--- config.mk ---
export PLATFORM = sky130hd
export DESIGN_NAME = imsu_ctrl
export DESIGN_NICKNAME = d
export VERILOG_FILES = /design/src/hw/rtl/imsu_pkg.sv /design/src/hw/rtl/imsu_ctrl.sv
export SDC_FILE = /design/constraint.sdc
export NUM_CORES = 1
export LEC_CHECK = 0
export BUFFER_PORTS_ARGS = -buffer_cell sky130_fd_sc_hd__buf_4
export CORE_MARGIN = 2
export CORE_UTILIZATION = 47
export DETAILED_ROUTE_END_ITERATION = 16
export GPL_ROUTABILITY_DRIVEN = 0
export PLACE_DENSITY = 0.82
export RECOVER_POWER = 25
export SLEW_MARGIN = 20
export SYNTH_ARGS = -nofsm -noshare
export SYNTH_HDL_FRONTEND = slang
export SYNTH_SLANG_ARGS = --single-unit
--- constraint.sdc ---
create_clock -name clk_i -period 1.8 [get_ports clk_i]
set_input_delay 0.36 -clock clk_i [delete_from_list [all_inputs] [get_ports clk_i]]
set_output_delay 0.36 -clock clk_i [all_outputs]
set_load 0.02 [all_outputs]
--- src/hw/rtl/imsu_pkg.sv ---
// ----------------------------------------------------------------------------
// imsu_pkg
// Shared constants, codes and controller/datapath interface types for the
// Ising Metropolis spin update core.
// ----------------------------------------------------------------------------
`default_nettype none

package imsu_pkg;

  localparam int MAX_SIDE   = 64;
  localparam int PROB_BITS  = 16;

  localparam int OP_W       = 2;
  localparam int SITE_W     = 12;
  localparam int RND_W      = 16;
  localparam int THR_W      = 17;
  localparam int SIDE_W     = 7;
  localparam int MAG_W      = 14;
  localparam int EN_W       = 15;
  localparam int CFG_IDX_W  = 2;
  localparam int CFG_DATA_W = 17;

  localparam logic [OP_W-1:0] OP_UPDATE  = 2'd0;
  localparam logic [OP_W-1:0] OP_MEASURE = 2'd1;
  localparam logic [OP_W-1:0] OP_RESTORE = 2'd2;

  localparam logic [CFG_IDX_W-1:0] CFG_SIDE     = 2'd0;
  localparam logic [CFG_IDX_W-1:0] CFG_THR_TWO  = 2'd1;
  localparam logic [CFG_IDX_W-1:0] CFG_THR_FOUR = 2'd2;

  localparam logic [SIDE_W-1:0] SIDE_RESET = 7'd64;
  localparam logic [THR_W-1:0]  THR_RESET  = 17'd65536;

  // Random word keeps only PROB_BITS of fraction
  localparam logic [RND_W-1:0] RND_MASK =
      (PROB_BITS >= RND_W) ? {RND_W{1'b1}} : RND_W'((1 << PROB_BITS) - 1);

  typedef enum logic [4:0] {
    ST_INIT_CLEAR,
    ST_IDLE,
    ST_CHECK,
    ST_DIV,
    ST_NBR,
    ST_RD_SITE,
    ST_RD_UP,
    ST_RD_DN,
    ST_RD_RT,
    ST_RD_LF,
    ST_DECIDE,
    ST_WRITE,
    ST_M_SITE,
    ST_M_RIGHT,
    ST_M_DOWN,
    ST_M_ACC,
    ST_CLEAR,
    ST_FINISH
  } state_e;

  typedef enum logic [2:0] {
    RA_SITE,
    RA_UP,
    RA_DN,
    RA_RT,
    RA_LF,
    RA_MIDX,
    RA_MRIGHT,
    RA_MDOWN
  } rd_sel_e;

  typedef struct packed {
    logic    load;
    logic    div_step;
    logic    nbr_calc;
    rd_sel_e rd_sel;
    logic    cap_site;
    logic    cap_nbr;
    logic    cap_right;
    logic    meas_acc;
    logic    wr_spin;
    logic    clr_step;
    logic    res_load;
  } ctrl_cmd_t;

  typedef struct packed {
    logic bad;
    logic div_last;
    logic clr_last;
    logic meas_last;
    logic out_free;
  } ctrl_sts_t;

endpackage

`default_nettype wire

--- src/hw/rtl/imsu_ctrl.sv ---
// ----------------------------------------------------------------------------
// imsu_ctrl
// Sequencer: steps the datapath through site update, lattice measurement
// and lattice clear, and hands results to the output register.
// ----------------------------------------------------------------------------
`default_nettype none

module imsu_ctrl (
  input  logic                      clk_i,
  input  logic                      rst_ni,
  input  logic                      in_valid_i,
  input  logic [imsu_pkg::OP_W-1:0] op_i,
  output logic                      in_ready_o,
  input  imsu_pkg::ctrl_sts_t       sts_i,
  output imsu_pkg::ctrl_cmd_t       cmd_o
);

  import imsu_pkg::*;

  state_e state_q, state_d;

  always_ff @(posedge clk_i or negedge rst_ni) begin
    if (!rst_ni) begin
      state_q <= ST_INIT_CLEAR;
    end else begin
      state_q <= state_d;
    end
  end

  always_comb begin
    state_d    = state_q;
    cmd_o      = '0;
    in_ready_o = 1'b0;
    unique case (state_q)
      ST_INIT_CLEAR: begin
        cmd_o.clr_step = 1'b1;
        if (sts_i.clr_last) begin
          state_d = ST_IDLE;
        end
      end
      ST_IDLE: begin
        in_ready_o = 1'b1;
        if (in_valid_i) begin
          cmd_o.load = 1'b1;
          unique case (op_i)
            OP_UPDATE:  state_d = ST_CHECK;
            OP_MEASURE: state_d = ST_M_SITE;
            OP_RESTORE: state_d = ST_CLEAR;
            default:    state_d = ST_FINISH;
          endcase
        end
      end
      ST_CHECK: begin
        state_d = sts_i.bad ? ST_FINISH : ST_DIV;
      end
      ST_DIV: begin
        cmd_o.div_step = 1'b1;
        if (sts_i.div_last) begin
          state_d = ST_NBR;
        end
      end
      ST_NBR: begin
        cmd_o.nbr_calc = 1'b1;
        state_d        = ST_RD_SITE;
      end
      // Read data is registered and arrives in the state after its address
      ST_RD_SITE: begin
        cmd_o.rd_sel = RA_SITE;
        state_d      = ST_RD_UP;
      end
      ST_RD_UP: begin
        cmd_o.rd_sel   = RA_UP;
        cmd_o.cap_site = 1'b1;
        state_d        = ST_RD_DN;
      end
      ST_RD_DN: begin
        cmd_o.rd_sel  = RA_DN;
        cmd_o.cap_nbr = 1'b1;
        state_d       = ST_RD_RT;
      end
      ST_RD_RT: begin
        cmd_o.rd_sel  = RA_RT;
        cmd_o.cap_nbr = 1'b1;
        state_d       = ST_RD_LF;
      end
      ST_RD_LF: begin
        cmd_o.rd_sel  = RA_LF;
        cmd_o.cap_nbr = 1'b1;
        state_d       = ST_DECIDE;
      end
      ST_DECIDE: begin
        cmd_o.cap_nbr = 1'b1;
        state_d       = ST_WRITE;
      end
      ST_WRITE: begin
        cmd_o.wr_spin = 1'b1;
        state_d       = ST_FINISH;
      end
      ST_M_SITE: begin
        cmd_o.rd_sel = RA_MIDX;
        state_d      = ST_M_RIGHT;
      end
      ST_M_RIGHT: begin
        cmd_o.rd_sel   = RA_MRIGHT;
        cmd_o.cap_site = 1'b1;
        state_d        = ST_M_DOWN;
      end
      ST_M_DOWN: begin
        cmd_o.rd_sel    = RA_MDOWN;
        cmd_o.cap_right = 1'b1;
        state_d         = ST_M_ACC;
      end
      ST_M_ACC: begin
        cmd_o.meas_acc = 1'b1;
        state_d        = sts_i.meas_last ? ST_FINISH : ST_M_SITE;
      end
      ST_CLEAR: begin
        cmd_o.clr_step = 1'b1;
        if (sts_i.clr_last) begin
          state_d = ST_FINISH;
        end
      end
      ST_FINISH: begin
        // Hold until the output register is free
        if (sts_i.out_free) begin
          cmd_o.res_load = 1'b1;
          state_d        = ST_IDLE;
        end
      end
      default: begin
        state_d = ST_IDLE;
      end
    endcase
  end

endmodule

`default_nettype wire

# ---- After elaboration in Yosys (flattened, before gate mapping)
# Index checks and enable logic that the tools add are counted.
dict set report totals {
  ram_bits 0
  romBits 0
  word_cells 54
  in_bits 10
  reg_bits 5
  mem_count 0
  latch_bits 0
}
dict set report op_classes {
  n_mul 0
  magnitude_cmp 0
  n_eq_ne 24
  bitwise 0
  reduce_logical 6
  shifts 0
  addsub 0
  n_div 0
  n_mux 23
}
# op n
set op_table {}
lappend op_table {{$pmux W5 S18} 1}
lappend op_table {{$eq A5 B4 Y1 const B} 8}
lappend op_table {{$mux W5} 7}
lappend op_table {{$pmux W3 S7} 1}
lappend op_table {{$eq A5 B3 Y1 const B} 4}
lappend op_table {{$pmux W5 S3} 1}
lappend op_table {{$mux W1} 13}
lappend op_table {{$eq A5 B2 Y1 const B} 2}
lappend op_table {{$eq A5 B5 Y1 const B} 2}
lappend op_table {{$ne A2 B2 Y1 const B} 5}
lappend op_table {{$eq A5 B1 Y1 const B} 1}
lappend op_table {{$logic_not A5 Y1} 1}
lappend op_table {{$reduce_and A5 Y1} 1}
lappend op_table {{$reduce_or A2 Y1} 2}
lappend op_table {{$reduce_or A4 Y1} 1}
lappend op_table {{$eq A2 B1 Y1 const B} 1}
lappend op_table {{$eq A2 B2 Y1 const B} 1}
lappend op_table {{$logic_not A2 Y1} 1}

# ---- Longest topological paths before layout
# Gate-level depths: netlist of the first run.
dict set report depth {
  depth_word 4
  mapped_depth 7
  depth_no_buf 6
}

# ---- Worst setup path after synthesis of the first run
# OpenSTA, ideal clock, no wires.
dict set report synth_timing {
  kind {reg2out}
  startpoint {register state_q[0]}
  endpoint {output port cmd_o[10] in the netlist's numbering}
  arrival_time_ns 1.443
  setup_slack_ns -0.003
  t_required_ns 1.440
  stages_incl_launch_ff 4
  cell_sequence {dfrtp_1 buf_2 buf_2 nor4_1}
}
# element line_no
set synth_lines {}
lappend synth_lines {{start: declaration} imsu_ctrl.sv:20} ;# state_e state_q, state_d;
lappend synth_lines {{start signal: assignment} imsu_ctrl.sv:26} ;# state_q <= state_d;
lappend synth_lines {{end: declaration} imsu_ctrl.sv:15} ;# output imsu_pkg::ctrl_cmd_t cmd_o

==> results of run 1 <==
-- how the worst max path moves through the flow --
stage / cells after the start / from / endpoint / slack, ns
floorplan: 5 / state_q[0] / cmd_o[9] / 0.06
global placement: 6 / state_q[3] / state_q[0] / 0.18
detailed placement: 5 / state_q[3] / cmd_o[8] / 0.14
CTS: 5 / state_q[3] / cmd_o[8] / -0.007
global route: 5 / state_q[3] / cmd_o[8] / -0.05
finish: 5 / state_q[1] / cmd_o[8] / -0.004
-- layout make-up --
class,count,share of cell area [%]
clock buffers,4,2.57
repair buffers,43,33.2
well taps,15,1.84
inverters,6,2.21
multi-input cells,67,47.3
flip-flops and latches,5,12.9
-- report_power, final --
| group | switching (uW) | total, uW | internal (uW) |
|---|---|---|---|
| clock | 46.4 | 130 | 83.8 |
| sequential | 118 | 293 | 176 |
| combinational | 847 | 1680 | 833 |
| total | 1010 | 2100 | 1090 |
-- stage by stage --
step | cell area, sq um | cells | TNS (ns) | setup slack, ns
detailed placement | 850 | 125 | 0 | 0.140
floorplan | 642 | 87 | 0 | 0.0573
global route | 1020 | 140 | -0.0933 | -0.0455
global placement | 850 | 125 | 0 | 0.179
CTS | 937 | 135 | -0.00739 | -0.00739
finish | 1020 | 140 | -0.00357 | -0.00357
-- worst reg2reg max path, cell delays in order (launching register included) --
cell      delay (ns)
dfrtp_2         0.44
buf_4           0.16
nor2_4          0.14
nand2_2         0.08
inv_1           0.08
mux2i_1         0.21
o221ai_2        0.11
o32a_1          0.36
-- layer usage --
metal  up-vias  part of all wire (%)  wire (um)  GRT usage [%]
li1        394                     -          -              -
met1       374                    43        862           29.5
met2        28                    50       1010           40.9
met3         6                   4.5         90           3.80
met4         0                   2.1         42           12.5
met5         -                     0          0              0
-- logic make-up after synthesis --
family / Yosys count / synth area share [%]
XOR/XNOR: 1 / 1.38
buffers and inverters: 15 / 11.6
AO/OA/AOI/OAI: 25 / 28.1
AND/OR/NAND/NOR: 37 / 32.9
multiplexers: 4 / 6.30
flip-flops: 5 / 19.7
-- cell usage in the layout (no fill, tap or decap), types with 2 or more instances in the layout --
master    count
o22ai_1       2
nand3_1       6
buf_4        37
o32a_1        3
nand2_1       6
nor2_1        6
o21ai_0       4
dfrtp_2       5
mux2i_1       4
or3_1         2
nor2b_1       2
clkbuf_1      2
buf_6         2
a21o_1        2
a21oi_1       7
nand4b_1      2
inv_1         6
clkbuf_4      3
-- what timing repair did --
| item | in CTS | in global routing |
|---|---|---|
| hold buffers | 1 | 0 |
| pin swaps | 1 | 2 |
| endpoints found under the hold margin | 5 | 0 |
| resized for setup | 6 | 9 |
| setup endpoints to repair | 6 | 10 |
| buffers inserted | 5 | 5 |
==> results_dict.tcl, run 1 <==
set metrics [dict create \
    synthTopCellsByArea "dfrtp_1 (20%), mux2i_1 (6.3%), a21oi_1 (5.5%)" \
    holdPathStages 2 \
    syn_area_sq_um 636 \
    rr_worst_depth 7 \
    seq_area_sq_um 131 \
    fillCellCount 100 \
    antenna_found_initial 0 \
    grt_first_pass_wirelength_mm 2.65 \
    routed_wl_mm 2.01 \
    grt-ovfl-total 0 \
    cellPowerDensity_nw_per_um2 2060 \
    ir_worst_vdd_uv 1510 \
    clock_path_buffers 2 \
    via_count 802 \
    ys_ff_latch 5 \
    layout-drive-gt1-share_pct 48.0 \
    fin_crit_sh_pct 100 \
    ys_types 36 \
    holdWs_ns 0.327 \
    cap_violations 0 \
    route.detailed.drc 0 \
    worst_slew_pin_slew_ns 0.364 \
    r2r-end "state_q[0]" \
    rsz0062_at_grt "true" \
    yosys.area.top_type "dfrtp_1" \
    violations "setup timing" \
    synth_top_area_share_pct 19.7 \
    ant_nets 0 \
    critPathTopFamily "flip-flops" \
    largest-register "state_q" \
    min_delay_worst_endpoint "state_q[1]" \
    max_stage_delay_ns 0.41 \
    power.total_uw 2100 \
    setup.worst_path.class "register to primary output" \
    critPathSlowestCell "dfrtp_2" \
    port_buffers 23 \
    viasPerCell 5.73 \
    setup_ws_ns -0.00357 \
    multi_input_area_sq_um 483 \
    holdCritStartpoint "sts_i[3]" \
    hold_viol 0 \
    dieArea_sq_um 1660 \
    grt_max_degree 16 \
    drt_first_iter_violations 14 \
    clock-skew-final_ns 0.00434 \
    endpoint_kind "primary output" \
    synth_nets 97 \
    cts_tree "done" \
    fin_nets 136 \
    async_flop_share_pct 100 \
    htree_levels 1 \
    num_antenna_cells 0 \
    status "finished, violations left" \
    hold_class "primary input to register" \
    dp_hpwl_mm 1.34 \
    r2r-start "state_q[1]" \
    die_w_um 40.8 \
    wl_per_cell_um 14.3 \
    crit_chain "and2b_1 > a22o_1 > a22oi_2 > nor2_1 > buf_4" \
    yosysWarningCount 0 \
    synthToLayoutAreaGrowth_pct 60.6 \
    synthFlopType "dfrtp_1" \
    netlist_instances 87 \
    top_regs "state_q: 5 flops" \
    yosysMostFrequentCell "a21oi_1" \
    die_h_um 40.8 \
    synth_edf_count 0 \
    finalMaxSlewViolations 0 \
    core_area_sq_um 1280 \
    max_slew_margin_pct 75.4 \
    crit_required_ns 1.44 \
    yosysSeqAreaShare_pct 19.7 \
    setup-violations-final 1 \
    clkTransAtPathRegs_ns 0.04 \
    synth.avg_cell_area_sq_um 7.31 \
    synth_common_cells "a21oi_1 (7), inv_1 (6), nand2_1 (6), nand3_1 (6), nor2_1 (6)" \
    final_util_pct 79.5 \
    initial_core_util_pct 49.5 \
    arrival_ns 1.44 \
    leakagePower_uw 0.000471 \
    cp-start-kind "register" \
    r2r_setup_slack_ns 0.09 \
    cts_root_buf "clkbuf_4" \
    path_buf_inv 1 \
    insertion_delay_ns 0.25 \
    grt_usage_pct 24.3 \
    layout_min_cycle_time_ns 1.80 \
    io_pins 24 \
    fmax_ghz 0.554 \
    drtPass1Iterations 4 \
    fp-row-count 13 \
    cts_buffers 3 \
    path_max_fanout 6 \
    largest_reg_flops 5 \
    grt_pass1_vias 644 \
    cts.sinks 5 \
]
(Power assumes the default switching activity.)
==> run 2, diff against run 1 <==
PLACE_DENSITY = default   (was 0.82)
PLACE_DENSITY_LB_ADDON = 0.05   (was default)
==> results_dict.tcl, run 2 (synthesized netlist as in run 1, its figures left out) <==
set metrics [dict create \
    status "finished, violations left" \
    violations "setup timing" \
    r2r_setup_slack_ns -0.04 \
    worstSetupEndpoint "cmd_o[8]" \
    final_cell_mix "buf_4 (31), nand3_1 (6), nor2_1 (6), buf_6 (6)" \
    pre_cts_ws_ns 0.0396 \
    rr_worst_depth 6 \
    insertion_delay_ns 0.24 \
    path_max_fanout 9 \
    via_count 843 \
    initial_core_util_pct 49.5 \
    fmax_ghz 0.532 \
    drt_first_iter_violations 34 \
    critPathSlowestCell "dfrtp_1" \
    crit_top_cell "buf_4" \
    cellPowerDensity_nw_per_um2 2170 \
    holdPathStages 2 \
    hold_class "primary input to register" \
    top_regs "state_q: 5 flops" \
    cp-start-kind "register" \
    crit_required_ns 1.44 \
    ir_worst_vdd_uv 1520 \
    layout-drive-gt1-share_pct 54.0 \
    r2r-end "state_q[1]" \
    crit_chain "buf_12 > buf_4 > a22o_1 > a22oi_2 > nor2_1 > buf_4" \
    antenna_found_initial 0 \
    routed_wl_mm 2.32 \
    dpl_cell_area_sq_um 877 \
    port_buffers 23 \
    setup.worst_path.class "register to primary output" \
    max_stage_delay_ns 0.40 \
    layout_min_cycle_time_ns 1.88 \
    grt_usage_pct 26.1 \
    largest-register "state_q" \
    setup_ws_ns -0.0783 \
    cts_buffers 3 \
    worst_slew_pin_slew_ns 0.273 \
    clock_path_buffers 2 \
    holdWs_ns 0.367 \
    setup-violations-final 7 \
    htree_levels 1 \
    hold_viol 0 \
    grt_max_degree 17 \
    grt_pass1_vias 665 \
    power.total_uw 2350 \
    die_h_um 40.8 \
    synthToLayoutAreaGrowth_pct 70.3 \
    io_pins 24 \
    arrival_ns 1.52 \
    grt-ovfl-total 0 \
    r2r-start "state_q[3]" \
    endpoint_kind "primary output" \
    drtPass1Iterations 4 \
    ant_nets 0 \
    fin_area_sq_um 1080 \
    viasPerCell 6.06 \
    leakagePower_uw 0.000484 \
    rsz0062_at_grt "true" \
    cts_root_buf "clkbuf_4" \
    cts_tree "done" \
    dieArea_sq_um 1660 \
    route.detailed.drc 0 \
    startpoint "state_q[1]" \
    clock-skew-final_ns 0.000846 \
    final_util_pct 84.2 \
    cap_violations 0 \
    wl_per_cell_um 16.7 \
    fp-row-count 13 \
    fin_nets 135 \
    cts.sinks 5 \
    final_common_cell "buf_4" \
    finalMaxSlewViolations 0 \
    num_antenna_cells 0 \
    grt_first_pass_wirelength_mm 2.82 \
    fillCellCount 82 \
    die_w_um 40.8 \
    core_area_sq_um 1280 \
    max_slew_margin_pct 81.6 \
    dp_hpwl_mm 1.29 \
    largest_reg_flops 5 \
    clkTransAtPathRegs_ns 0.05 \
    fin_crit_sh_pct 104 \
]
==> run 2: cell types whose count changed in the layout (fill, tap and decap cells not counted), moves of 2 or more <==
cell     previous run  this run
buf_6               2         6
buf_4              37        31
inv_2               0         2
a21oi_1             7         5
a21oi_2             0         2
inv_1               6         4
==> run 2: critical path: cells and delay by family (launching register included) <==
family / cells / cell delay [ns]
compound gates: 2 / 0.35
buf+inv: 3 / 0.45
flops: 1 / 0.40
simple gates: 1 / 0.07
==> run 2: through the flow <==
stage	TNS (ns)	std cells
after floorplan	0	87
after global placement	0	127
after detailed placement	0	127
after CTS	-0.155	135
after global routing	-1.07	139
final	-0.229	139
==> run 2: repair_timing <==
item                                    in CTS  in global routing
gates cloned                                 1                  0
hold endpoints to repair                     5                  0
buffers inserted                             2                  4
resized for setup                            7                 20
pin swaps                                    4                  8
hold buffers                                 1                  0
endpoints found under the setup margin      12                 17
==> run 2: metal layers <==
| metal | GRT usage (%) | share of wire [%] | vias up |
|---|---|---|---|
| met1 | 32.9 | 41 | 378 |
| met3 | 4.35 | 6.8 | 12 |
| met4 | 15.8 | 3.5 | 0 |
| met2 | 41.3 | 49 | 60 |
| li1 | - | - | 393 |
| met5 | 0 | 0 | - |
==> run 2: worst min path at each step <==
stage                         from  slack [ns]         end
after floorplan             rst_ni        0.06  state_q[0]
after global placement      rst_ni        0.17  state_q[1]
after detailed placement    rst_ni        0.16  state_q[1]
after CTS                 sts_i[3]        0.34  state_q[1]
after global routing      sts_i[3]        0.36  state_q[1]
final                     sts_i[3]        0.37  state_q[1]
==> run 2: where the power goes <==
group / internal, uW / switching, uW / total [uW]
clock network: 84.0 / 49.6 / 134
logic: 976 / 942 / 1920
registers: 173 / 123 / 297
==> run 2: final cells by class <==
cell class	count	area [sq um]	area share, %
clock buffers	4	26.3	2.43
repair buffers	42	372	34.3
well taps	15	18.8	1.73
inverters	6	22.5	2.08
multi-input cells	67	513	47.4
flip-flops and latches	5	130	12.0
==> run 3, diff against run 2 <==
ABC_AREA = 1   (was default)
BUFFER_PORTS_ARGS = -buffer_cell sky130_fd_sc_hd__buf_2   (was -buffer_cell sky130_fd_sc_hd__buf_4)
CORE_UTILIZATION = 43   (was 47)
clock period = 1.6 ns   (was 1.8 ns; I/O delays follow)
==> results_dict.tcl, run 3 <==
set metrics [dict create \
    status "finished, violations left" \
    violations "setup timing" \
    ys_ff_latch 5 \
    synth_nets 125 \
    core_area_sq_um 1490 \
    wl_per_cell_um 13.2 \
    routed_wl_mm 2.40 \
    fin_nets 176 \
    synth_top_family_by_area "simple AND/OR/NAND/NOR gates" \
    synth_top_area_share_pct 18.5 \
    max_slew_margin_pct 80.1 \
    arrival_ns 1.42 \
    cap_violations 0 \
    setup.worst_path.class "register to primary output" \
    num_antenna_cells 0 \
    ant_nets 0 \
    drtPass1Iterations 4 \
    clock_path_buffers 2 \
    grt_pass1_vias 831 \
    largest-register "state_q" \
    synthTopCellsByArea "dfrtp_1 (18%), nand2_1 (16%), nand3_1 (11%)" \
    viasPerCell 5.23 \
    async_flop_share_pct 100 \
    ys_types 24 \
    holdWs_ns 0.359 \
    yosys.area_share.simple_pct 63.7 \
    r2r-end "state_q[4]" \
    grt-ovfl-total 0 \
    final_cell_mix "nand2_1 (23), buf_4 (22), nor2_1 (14), buf_2 (12), nand3_1 (11)" \
    antenna_found_initial 0 \
    cts.sinks 5 \
    final_common_cell "nand2_1" \
    drt_first_iter_violations 34 \
    dp_hpwl_mm 1.56 \
    layout-drive-gt1-share_pct 57.6 \
    grt_max_degree 9 \
    leakagePower_uw 0.000648 \
    htree_levels 1 \
    cts_tree "done" \
    dieArea_sq_um 1910 \
    synthAdderAreaFrac_pct 0 \
    synth.mux.area_fraction_pct 0 \
    fmax_ghz 0.576 \
    insertion_delay_ns 0.26 \
    r2r_setup_slack_ns 0.01 \
    endpoint_kind "primary output" \
    seq_area_sq_um 130 \
    synthFlopType "dfrtp_1" \
    netlist_instances 115 \
    fp-row-count 14 \
    yosysSeqAreaShare_pct 18.5 \
    r2r-start "state_q[2]" \
    yosysWarningCount 0 \
    yosysMostFrequentCell "nand2_1" \
    die_h_um 43.7 \
    initial_core_util_pct 45.5 \
    top_regs "state_q: 5 flops" \
    layout_min_cycle_time_ns 1.74 \
    fin_crit_sh_pct 109 \
    io_pins 24 \
    die_w_um 43.7 \
    finalMaxSlewViolations 0 \
    clock-skew-final_ns 0.0121 \
    synth.avg_cell_area_sq_um 5.90 \
    grt_usage_pct 25.8 \
    cp-start-kind "register" \
    worst_slew_pin_slew_ns 0.298 \
    via_count 946 \
    route.detailed.drc 0 \
    port_buffers 23 \
    multi_input_area_sq_um 592 \
    setup-violations-final 13 \
    synth_compound_area_share_pct 6.83 \
    rsz0062_at_grt "true" \
    syn_area_sq_um 678 \
    clkTransAtPathRegs_ns 0.05 \
    rr_worst_depth 10 \
    crit_required_ns 1.28 \
    ir_worst_vdd_uv 1220 \
    cellPowerDensity_nw_per_um2 1590 \
    holdPathStages 4 \
    largest_reg_flops 5 \
    synth_common_cells "nand2_1 (29), nor2_1 (18), nand3_1 (15)" \
    hold_viol 0 \
    grt_first_pass_wirelength_mm 3.67 \
    synth_edf_count 0 \
    path_max_fanout 8 \
    hold_class "primary input to register" \
    cts_buffers 3 \
    synth-xor-area-share_pct 0 \
    holdCritStartpoint "sts_i[2]" \
    synthToLayoutAreaGrowth_pct 80.8 \
    pre_cts_ws_ns 0.0120 \
    setup_ws_ns -0.137 \
    cts_root_buf "clkbuf_4" \
    yosys.area.top_type "dfrtp_1" \
    fillCellCount 93 \
    min_delay_worst_endpoint "state_q[4]" \
]
-- run 3: cell count changes in the layout (fill, tap and decap cells not counted), moves of 5 or more --
| cell | delta |
|---|---|
| buf_4 | -9 |
| nand2_1 | +18 |
| a21oi_1 | -5 |
| nor2_1 | +8 |
| nand3_1 | +5 |
| nor2_2 | +5 |
| nor2_4 | +5 |
| buf_2 | +11 |
| nand2_2 | +5 |
| inv_1 | +5 |
-- run 3: timing repair --
action / 4_1_cts / 5_1_grt
endpoints found under the hold margin: 5 / 0
endpoints found under the setup margin: 14 / 17
buffers inserted: 10 / 8
hold buffers: 1 / 0
pin swaps: 4 / 11
gates resized for setup: 32 / 23
-- run 3: cell families (layout without fill, tap and decap cells) --
group,Yosys count,count (layout)
and+or+nand+nor,84,84
buffers and inverters,19,69
AOI/OAI and AO/OA,7,7
DFF,5,5
-- run 3: report_power, final --
group / switching (uW) / leakage (uW) / internal [uW]
logic: 845 / 0.000574 / 681
registers: 90.6 / 0.0000591 / 176
clock network: 62.9 / 0.0000150 / 95.0
total: 998 / 0.000648 / 951
-- run 3: area by class of cell --
cell class	count	share of cell area (%)
multi-input cells	91	48.3
repair buffers	47	31.0
flip-flops and latches	5	10.6
inverters	18	6.33
clock buffers	4	2.14
well taps	16	1.63
-- run 3: critical path, stage by stage (launching register included) --
cell and delay, ns:
dfrtp_2 0.54, nand3_2 0.16, buf_4 0.17, o22ai_1 0.12, buf_4 0.17
-- run 3: worst max path at each step --
stage / from / to / slack, ns / cells after the start
6_report: state_q[3] / cmd_o[9] / -0.14 / 4
5_1_grt: state_q[1] / cmd_o[7] / -0.19 / 6
4_1_cts: state_q[1] / cmd_o[8] / -0.09 / 5
3_5_place_dp: state_q[3] / cmd_o[8] / 0.01 / 4
3_3_place_gp: state_q[3] / cmd_o[8] / 0.04 / 4
2_1_floorplan: state_q[4] / cmd_o[6] / 0.01 / 3
-- run 3: per-layer routing --
layer / vias to the layer above / wire [um] / GRT usage [%]
met5: - / 0 / 0
met4: 0 / 68 / 6.67
met3: 10 / 154 / 4.58
met2: 32 / 1190 / 43.2
met1: 437 / 982 / 34.1
li1: 467 / - / -
-- run 3: per-stage QoR --
| stage | power [uW] | area [sq um] | cells | TNS [ns] | utilization (%) |
|---|---|---|---|---|---|
| after floorplan | 953 | 691 | 115 | 0 | - |
| after global placement | 1240 | 856 | 158 | 0 | 57.5 |
| after detailed placement | 1240 | 856 | 158 | 0 | 57.5 |
| after CTS | 1630 | 1060 | 173 | -0.584 | 71.4 |
| after global routing | 2100 | 1230 | 181 | -2.05 | 82.4 |
| final | 1950 | 1230 | 181 | -1.01 | 82.4 |
